### config.mk
export PLATFORM = sky130hd
export DESIGN_NAME = row_budget_crossbar_read_core
export DESIGN_NICKNAME = d
export VERILOG_FILES = /design/src/rtl/rbcr_pkg.sv /design/src/rtl/rbcr_accum.sv /design/src/rtl/rbcr_drain.sv /design/src/rtl/row_budget_crossbar_read_core.sv
export VERILOG_INCLUDE_DIRS = /design/src /design/src/rtl
export SDC_FILE = /design/constraint.sdc
export NUM_CORES = 2
export LEC_CHECK = 0
export BUFFER_PORTS_ARGS = -buffer_cell sky130_fd_sc_hd__buf_2
export CORE_UTILIZATION = 35
export CTS_CLUSTER_SIZE = 20
export DETAILED_ROUTE_END_ITERATION = 10
export PLACE_DENSITY_LB_ADDON = 0.1
export SETUP_SLACK_MARGIN = 0.02
export SLEW_MARGIN = 15
export SYNTH_ARGS = -nofsm -noshare
export SYNTH_HDL_FRONTEND = slang
export SYNTH_SLANG_ARGS = --single-unit
### constraint.sdc
create_clock -name clk -period 16.2 [get_ports clk]
set_clock_uncertainty 0.2 [all_clocks]
set_input_delay 3.24 -clock clk [delete_from_list [all_inputs] [get_ports clk]]
set_output_delay 3.24 -clock clk [all_outputs]
set_load 0.05 [all_outputs]
### src/rtl/row_budget_crossbar_read_core_assert.svh
// Assertion macros for the row-budget crossbar read core.
`ifndef ROW_BUDGET_CROSSBAR_READ_CORE_ASSERT_SVH
`define ROW_BUDGET_CROSSBAR_READ_CORE_ASSERT_SVH

// Same-cycle implication, sampled on clk, off during rst.
`define RBCR_ASSERT_IMP(name, ante, cons, msg) \
  name: assert property (@(posedge clk) disable iff (rst) (ante) |-> (cons)) \
    else $error(msg);

// Next-cycle implication, sampled on clk, off during rst.
`define RBCR_ASSERT_NXT(name, ante, cons, msg) \
  name: assert property (@(posedge clk) disable iff (rst) (ante) |=> (cons)) \
    else $error(msg);

`endif

### src/rtl/rbcr_pkg.sv
// Shared constants, types and table functions for the crossbar read core.
package rbcr_pkg;

  localparam int COLUMNS_DEF = 32;
  localparam int LEVELS      = 8;
  localparam int WEIGHT_W    = 32;
  localparam int CNT_W       = 7;
  localparam int ENTRY_W     = 7;
  localparam int TABLE_W     = ENTRY_W * (LEVELS + 1);
  localparam int RPR_W       = 7;
  localparam int COLUMN_W    = 5;
  localparam int COMP_W      = 4;
  localparam int BUDGET_MAX  = 64;
  localparam int CFG_IDX_W   = 2;
  localparam int TDATA_IN_W  = 40;
  localparam int TDATA_OUT_W = 24;

  localparam logic [CFG_IDX_W-1:0] CFG_ROWS_PER_READ   = 2'd0;
  localparam logic [CFG_IDX_W-1:0] CFG_THRESHOLD_TABLE = 2'd1;
  localparam logic [CFG_IDX_W-1:0] CFG_LEVEL_TABLE     = 2'd2;

  // A read handed from the accumulator to the drain buffer.
  typedef struct packed {
    logic             valid;
    logic [CNT_W-1:0] active_rows;
  } close_ctl_t;

  function automatic logic [CNT_W-1:0] clamp_budget(input logic [RPR_W-1:0] rpr);
    logic [CNT_W-1:0] b;
    if (rpr == '0) begin
      b = CNT_W'(1);
    end else if (rpr > RPR_W'(BUDGET_MAX)) begin
      b = CNT_W'(BUDGET_MAX);
    end else begin
      b = CNT_W'(rpr);
    end
    return b;
  endfunction

  function automatic logic [ENTRY_W-1:0] tbl_entry(input logic [TABLE_W-1:0] tbl,
                                                   input int i);
    return tbl[ENTRY_W*i +: ENTRY_W];
  endfunction

  // First level whose threshold exceeds the clamped count, else the top level.
  function automatic logic [ENTRY_W-1:0] quantize(input logic [CNT_W-1:0]   count,
                                                  input logic [CNT_W-1:0]   bud,
                                                  input logic [TABLE_W-1:0] thr,
                                                  input logic [TABLE_W-1:0] lvl);
    logic [CNT_W-1:0]   x;
    logic [ENTRY_W-1:0] res;
    x   = (count < bud) ? count : bud;
    res = tbl_entry(lvl, LEVELS);
    for (int i = LEVELS; i >= 0; i--) begin
      if (x < tbl_entry(thr, i)) res = tbl_entry(lvl, i);
    end
    return res;
  endfunction

  function automatic logic [COMP_W-1:0] comparators(input logic [CNT_W-1:0]   rows,
                                                    input logic [TABLE_W-1:0] lvl);
    logic [COMP_W-1:0]  res;
    logic [CNT_W+1:0]   rows4;
    rows4 = {rows, 2'b00};
    res   = COMP_W'(LEVELS);
    for (int i = LEVELS; i >= 1; i--) begin
      if ((CNT_W+2)'(tbl_entry(lvl, i)) >= rows4) res = COMP_W'(i);
    end
    if (rows == '0) res = '0;
    return res;
  endfunction

endpackage

### src/rtl/rbcr_accum.sv
// Input register and per-column accumulator that closes reads on budget or last row.
module rbcr_accum #(
  parameter int COLUMNS = rbcr_pkg::COLUMNS_DEF
) (
  input  logic                                        clk,
  input  logic                                        rst,
  input  logic                                        s_tvalid,
  output logic                                        s_tready,
  input  logic [rbcr_pkg::TDATA_IN_W-1:0]             s_tdata,
  input  logic                                        s_tlast,
  input  logic [rbcr_pkg::CNT_W-1:0]                  budget,
  input  logic                                        snap_free,
  output rbcr_pkg::close_ctl_t                        close,
  output logic [COLUMNS-1:0][rbcr_pkg::CNT_W-1:0]     close_counts
);
  import rbcr_pkg::*;

  localparam int PAD_W = (COLUMNS > WEIGHT_W) ? COLUMNS : WEIGHT_W;

  logic                             in_valid;
  logic                             in_row;
  logic [WEIGHT_W-1:0]              in_weight;
  logic                             in_last;

  logic [COLUMNS-1:0][CNT_W-1:0]    counts;
  logic [COLUMNS-1:0][CNT_W-1:0]    counts_next;
  logic [CNT_W-1:0]                 active;
  logic [CNT_W-1:0]                 active_next;
  logic                             pending;
  logic                             pending_next;

  logic [PAD_W-1:0]                 wpad;
  logic [COLUMNS-1:0][CNT_W-1:0]    add_counts;
  logic [COLUMNS-1:0][CNT_W-1:0]    row_counts;
  logic [CNT_W-1:0]                 add_active;
  logic                             overflow;
  logic                             closes;
  logic                             process;
  logic                             transfer;

  always_comb begin
    // columns past the weight field see a zero weight bit
    wpad = PAD_W'(in_weight);
    for (int k = 0; k < COLUMNS; k++) begin
      add_counts[k] = counts[k] + CNT_W'(in_row & wpad[k]);
      row_counts[k] = CNT_W'(wpad[k]);
    end
    add_active = active + CNT_W'(in_row);
    overflow   = in_row && (active >= budget);
    closes     = overflow || in_last;
    process    = in_valid && !pending && (!closes || snap_free);
    transfer   = pending && snap_free;
    s_tready   = !in_valid || process;

    close.valid       = (process && closes) || transfer;
    close.active_rows = (pending || overflow) ? active : add_active;
    close_counts      = (pending || overflow) ? counts : add_counts;

    counts_next  = counts;
    active_next  = active;
    pending_next = pending;
    if (transfer) begin
      counts_next  = '0;
      active_next  = '0;
      pending_next = 1'b0;
    end else if (process) begin
      if (overflow) begin
        // overflowing row opens the next read; on the last row that read is held pending until the snapshot frees
        counts_next  = row_counts;
        active_next  = CNT_W'(1);
        pending_next = in_last;
      end else if (in_last) begin
        counts_next = '0;
        active_next = '0;
      end else begin
        counts_next = add_counts;
        active_next = add_active;
      end
    end
  end

  always_ff @(posedge clk) begin
    if (rst) begin
      in_valid <= 1'b0;
      counts   <= '0;
      active   <= '0;
      pending  <= 1'b0;
    end else begin
      if (s_tready) in_valid <= s_tvalid;
      counts  <= counts_next;
      active  <= active_next;
      pending <= pending_next;
    end
  end

  always_ff @(posedge clk) begin
    if (s_tvalid && s_tready) begin
      in_row    <= s_tdata[0];
      in_weight <= s_tdata[WEIGHT_W:1];
      in_last   <= s_tlast;
    end
  end

endmodule

### src/rtl/rbcr_drain.sv
// Snapshot of a closed read and the result register that drains it one column per cycle while m_tready allows.
module rbcr_drain #(
  parameter int COLUMNS = rbcr_pkg::COLUMNS_DEF
) (
  input  logic                                        clk,
  input  logic                                        rst,
  input  rbcr_pkg::close_ctl_t                        close,
  input  logic [COLUMNS-1:0][rbcr_pkg::CNT_W-1:0]     close_counts,
  input  logic [rbcr_pkg::CNT_W-1:0]                  budget,
  input  logic [rbcr_pkg::TABLE_W-1:0]                threshold_table,
  input  logic [rbcr_pkg::TABLE_W-1:0]                level_table,
  output logic                                        snap_free,
  output logic                                        m_tvalid,
  input  logic                                        m_tready,
  output logic [rbcr_pkg::TDATA_OUT_W-1:0]            m_tdata,
  output logic                                        m_tlast
);
  import rbcr_pkg::*;

  localparam int CIDX_W  = (COLUMNS > 1) ? $clog2(COLUMNS) : 1;
  localparam int CEXT_W  = (CIDX_W > COLUMN_W) ? CIDX_W : COLUMN_W;

  logic                             snap_valid;
  logic [CIDX_W-1:0]                snap_cnt;
  logic [COLUMNS-1:0][CNT_W-1:0]    snap_counts;
  logic [CNT_W-1:0]                 snap_active;

  logic                             out_load;
  logic                             emit;
  logic                             at_end;
  logic [CEXT_W-1:0]                col_ext;
  logic [TDATA_OUT_W-1:0]           out_word;

  always_comb begin
    out_load  = !m_tvalid || m_tready;
    emit      = snap_valid && out_load;
    at_end    = (snap_cnt == CIDX_W'(COLUMNS - 1));
    snap_free = !snap_valid || (at_end && emit);
    col_ext   = CEXT_W'(snap_cnt);
    out_word  = {1'b0,
                 comparators(snap_active, level_table),
                 snap_active,
                 quantize(snap_counts[0], budget, threshold_table, level_table),
                 col_ext[COLUMN_W-1:0]};
  end

  always_ff @(posedge clk) begin
    if (rst) begin
      snap_valid <= 1'b0;
      snap_cnt   <= '0;
      m_tvalid   <= 1'b0;
    end else begin
      if (close.valid) begin
        snap_valid <= 1'b1;
        snap_cnt   <= '0;
      end else if (emit) begin
        snap_cnt <= snap_cnt + 1'b1;
        if (at_end) snap_valid <= 1'b0;
      end
      if (out_load) m_tvalid <= snap_valid;
    end
  end

  always_ff @(posedge clk) begin
    if (close.valid) begin
      snap_counts <= close_counts;
      snap_active <= close.active_rows;
    end else if (emit) begin
      // advance: the next column moves to the head
      for (int k = 0; k < COLUMNS - 1; k++) begin
        snap_counts[k] <= snap_counts[k+1];
      end
    end
    if (emit) begin
      m_tdata <= out_word;
      m_tlast <= at_end;
    end
  end

endmodule

### src/rtl/row_budget_crossbar_read_core.sv
// Row-budget crossbar read core: top level with configuration registers.
// Takes one wordline per cycle (activation bit and one weight bit per column)
// and counts set weights of active rows per column. A read closes when the
// next active row would exceed rows_per_read clamped to 1..64, or on the
// wordline marked last; it then yields COLUMNS word results, one per cycle
// while m_tready holds, columns ascending, with tlast on the final column.
// A closed read is copied into a snapshot buffer and drained from there, so
// the next read keeps accumulating at one wordline per cycle; the input
// stalls only when another read closes before the snapshot has drained its
// COLUMNS results. An overflow on the last row closes two reads, and the
// second waits in the accumulator until the snapshot frees. A read's first
// result passes the input register, then the snapshot, then the result register.
// The user must write configuration through cfg_we/cfg_index/cfg_data only while idle; the block does not enforce it.
module row_budget_crossbar_read_core #(
  parameter int COLUMNS = rbcr_pkg::COLUMNS_DEF
) (
  input  logic                               clk,
  input  logic                               rst,
  input  logic                               cfg_we,
  input  logic [rbcr_pkg::CFG_IDX_W-1:0]     cfg_index,
  input  logic [rbcr_pkg::TABLE_W-1:0]       cfg_data,
  input  logic                               s_tvalid,
  output logic                               s_tready,
  // [0] row_bit, [32:1] weight_bits, [39:33] zero
  input  logic [rbcr_pkg::TDATA_IN_W-1:0]    s_tdata,
  input  logic                               s_tlast,
  output logic                               m_tvalid,
  input  logic                               m_tready,
  // [4:0] column, [11:5] level, [18:12] active_rows, [22:19] comparators_used, [23] zero
  output logic [rbcr_pkg::TDATA_OUT_W-1:0]   m_tdata,
  output logic                               m_tlast
);
  import rbcr_pkg::*;

  logic [RPR_W-1:0]                 rows_per_read;
  logic [TABLE_W-1:0]               threshold_table;
  logic [TABLE_W-1:0]               level_table;
  logic [CNT_W-1:0]                 budget;
  logic                             snap_free;
  close_ctl_t                       close_ctl;
  logic [COLUMNS-1:0][CNT_W-1:0]    close_counts;

  always_ff @(posedge clk) begin
    if (rst) begin
      rows_per_read   <= RPR_W'(8);
      threshold_table <= '0;
      level_table     <= '0;
    end else if (cfg_we) begin
      unique case (cfg_index)
        CFG_ROWS_PER_READ:   rows_per_read   <= cfg_data[RPR_W-1:0];
        CFG_THRESHOLD_TABLE: threshold_table <= cfg_data;
        CFG_LEVEL_TABLE:     level_table     <= cfg_data;
        default: ;
      endcase
    end
  end

  assign budget = clamp_budget(rows_per_read);

  rbcr_accum #(
    .COLUMNS (COLUMNS)
  ) u_accum (
    .clk          (clk),
    .rst          (rst),
    .s_tvalid     (s_tvalid),
    .s_tready     (s_tready),
    .s_tdata      (s_tdata),
    .s_tlast      (s_tlast),
    .budget       (budget),
    .snap_free    (snap_free),
    .close        (close_ctl),
    .close_counts (close_counts)
  );

  rbcr_drain #(
    .COLUMNS (COLUMNS)
  ) u_drain (
    .clk             (clk),
    .rst             (rst),
    .close           (close_ctl),
    .close_counts    (close_counts),
    .budget          (budget),
    .threshold_table (threshold_table),
    .level_table     (level_table),
    .snap_free       (snap_free),
    .m_tvalid        (m_tvalid),
    .m_tready        (m_tready),
    .m_tdata         (m_tdata),
    .m_tlast         (m_tlast)
  );

`include "row_budget_crossbar_read_core_assert.svh"

  `RBCR_ASSERT_IMP(a_load_free, close_ctl.valid, snap_free, "read closed into a busy snapshot")
  `RBCR_ASSERT_IMP(a_comp_zero, m_tvalid, ((m_tdata[22:19] == '0) == (m_tdata[18:12] == '0)), "comparator count disagrees with active rows")
  `RBCR_ASSERT_IMP(a_last_col, m_tvalid && m_tlast, m_tdata[4:0] == COLUMN_W'(COLUMNS - 1), "last result not on final column")
  `RBCR_ASSERT_NXT(a_col_step, m_tvalid && m_tready && !m_tlast, m_tvalid && (m_tdata[4:0] == COLUMN_W'($past(m_tdata[4:0]) + 1'b1)), "read drain skipped or stalled a column")

endmodule
==> run summary <==
diode count = 0
PD cells = 113.8 nW/um^2
Synth Register Bits = 655
commonest non-fill, non-tap cells in the layout = 511 x o21ai_0, 366 x dfxtp_1, 347 x nand2_1, 310 x a21oi_1, 289 x edfxtp_1
outcome = complete, no violations
WL final = 90.51 mm
endpoints failing hold = 0
clock buffer depth = 3
Max FO, Critical Path = 67
highest clock rate = 0.1195 GHz
Main synth FF type = dfxtp_1
Tightest Pin Transition = 1.148 ns
die outline width = 308.3 um
area delta synth->final = 13.53%
global route overflow = 0
setup violators final = 0
YS warnings = 0
Max-Cap Viols = 0
Global Route met1 Usage = 26.66%
Via density = 5.134
share of flip-flops with an asynchronous set or reset = 0%
clock sinks = 655
Final Util = 40.37%
number of library cell types mapped by synthesis = 67
WL/cell = 18.63 um
Reg-to-Reg End = u_drain.snap_counts[76]
Tot GR Track Use = 19.12%
Setup crit end kind = output port
Ports = 138
dpl hpwl = 52.47 mm
flop-to-flop setup slack = 10.11 ns
Post-CTS Resized = 0
mapped cell area = 32840 sq um
routed vias = 24940
final net count = 3826
Initial Util = 35.56%
ANT nets after route = 0
Worst-path clk slew = 0.06 ns
RSZ-0062 raised after global routing = false
min-delay src = threshold_table[2]
hold buffer count at cts = 0
crit start category = primary input
Hold WC Path Type = register to register
htree depth = 3
Data required, critical path = 12.76 ns
antenna violations before repair = 2
RR Startpoint = rows_per_read[6]
TNS Setup = 0 ns
root buf cell = clkbuf_16
met2 GRT Util = 30.95%
final period utilization = 51.64%
Post-CTS Setup Bufs = 0
Die Ht = 308.3 um
static leakage = 0.01384 uW
Slew HR = 23.47%
clock latency on the worst-skew pair = 0.65 ns
CTS tree = done
grt met3 use = 2.487%
std cell rows = 111
pin count of the biggest net entering global routing = 226
cell count after synthesis = 3529
first-pass GRT wire length = 142.8 mm
Post-synth EDFFs = 289
post-synthesis sequential area ratio = 48.73%
GR peak layer = met2
crit path DAT = 4.93 ns
most common cell after layout, fill and taps aside = o21ai_0
Hold Path Sink = threshold_table[2]
hold path cells = 2
WS Path Type = primary input to output port
routability cong. = 0.8031
worst-case vdd ir drop = 67.27 uV
Port Buf Inserts = 129
r2r worst-path depth = 15
share of cells above drive strength 1 = 9.795%
Max Slew Vio Count = 0
syn_area_per_cell = 9.307 sq um
Starting DRT DRC Count = 1654
Residual DRC = 0
total CTS buffers = 80
Core ar. = 92360 sq um
Die ar. = 95060 sq um
Post-Syn Nets = 3804
vias in the first global route = 24370
DRT Pass-1 Iters = 5
Final min period = 8.365 ns
-- critical path, stage by stage --
cell and delay [ns]:
buf_2 0.10, nand2b_1 0.22, a21oi_4 0.24, a21o_4 0.57
nand2_1 0.26, buf_2 0.28
-- area by class of cell --
| class | count | area [sq um] |
|---|---|---|
| Fill cell | 9103 | 55070 |
| Sequential cell | 655 | 16010 |
| Multi-Input combinational cell | 2499 | 15550 |
| Clock buffer | 122 | 2389 |
| Tap cell | 1243 | 1555 |
| Timing Repair Buffer | 165 | 955.9 |
| Inverter | 150 | 563.0 |
| Clock inverter | 23 | 271.5 |
-- synth_stat cells, types with 33 or more instances --
cell type,count,area share [%]
mux2i_1,81,2.5
nor3b_1,33,0.75
inv_1,149,1.7
a21oi_1,313,4.8
ha_1,164,6.2
and2_1,36,0.69
nand3_1,141,2.1
or3_1,129,2.5
clkbuf_1,204,2.3
nand2_1,347,4.0
a211oi_1,36,0.82
nor2_1,226,2.6
nor3_1,36,0.55
a22o_1,33,0.88
xnor2_1,193,5.1
mux2_2,34,1.2
dfxtp_1,366,22
o21ai_0,512,7.8
edfxtp_1,289,26
-- per-layer routing --
layer,wire length [um],share of wire (%)
met1,44060,49
met2,41090,45
met3,3341,3.7
met4,2020,2.2
met5,0,0
-- registers in the layout (all words and copies together), names as in the netlist --
register and cells:
u_accum.counts 224, u_drain.snap_counts 224, level_table 63, threshold_table 56, u_accum.in_weight 32, u_drain.m_tdata 23
rows_per_read 7, u_accum.active 7, u_drain.snap_active 7, u_drain.col_ext 5, u_accum.in_last 1, u_accum.in_row 1
u_accum.in_valid 1, u_accum.pending 1, u_drain.m_tlast 1, u_drain.m_tvalid 1, u_drain.snap_valid 1
-- logic make-up (layout without fill, tap and decap cells) --
kind of cell | Yosys count | after routing | synth area share, %
AOI/OAI and AO/OA | 1010 | 1010 | 17.19
adders and majority gates | 164 | 164 | 6.248
muxes | 117 | 117 | 3.703
DFF | 655 | 655 | 48.73
buffers and inverters | 375 | 460 | 4.324
xor gates and xnor gates | 203 | 203 | 5.414
and+or+nand+nor | 1004 | 1004 | 14.38
other | 1 | 1 | 0.01142
-- worst max-delay path by stage --
| stage | from | endpoint | cells past startpoint |
|---|---|---|---|
| after floorplan | m_tready | s_tready | 6 |
| after global placement | m_tready | s_tready | 6 |
| after detailed placement | m_tready | s_tready | 6 |
| after CTS | m_tready | s_tready | 6 |
| after global routing | m_tready | s_tready | 6 |
| final | m_tready | s_tready | 6 |
-- report_power, final --
| group | switching [uW] | internal, uW |
|---|---|---|
| sequential | 35.9 | 1840 |
| clock | 745 | 1090 |
| combinational | 365 | 170 |
-- stage by stage --
step	cell area (sq um)	worst slack, ns	total power, uW	hold WS (ns)	std cells
finish	37290	7.835	4243	0.2544	4857
global route	37290	7.700	4428	0.2742	4857
CTS	37290	7.787	4308	0.2563	4857
detailed placement	34630	7.791	2452	0.2485	4712
global placement	34620	7.816	2452	0.2435	4712
floorplan	32840	7.932	2263	0.2264	3529
Power figures use the tool's default switching activity.
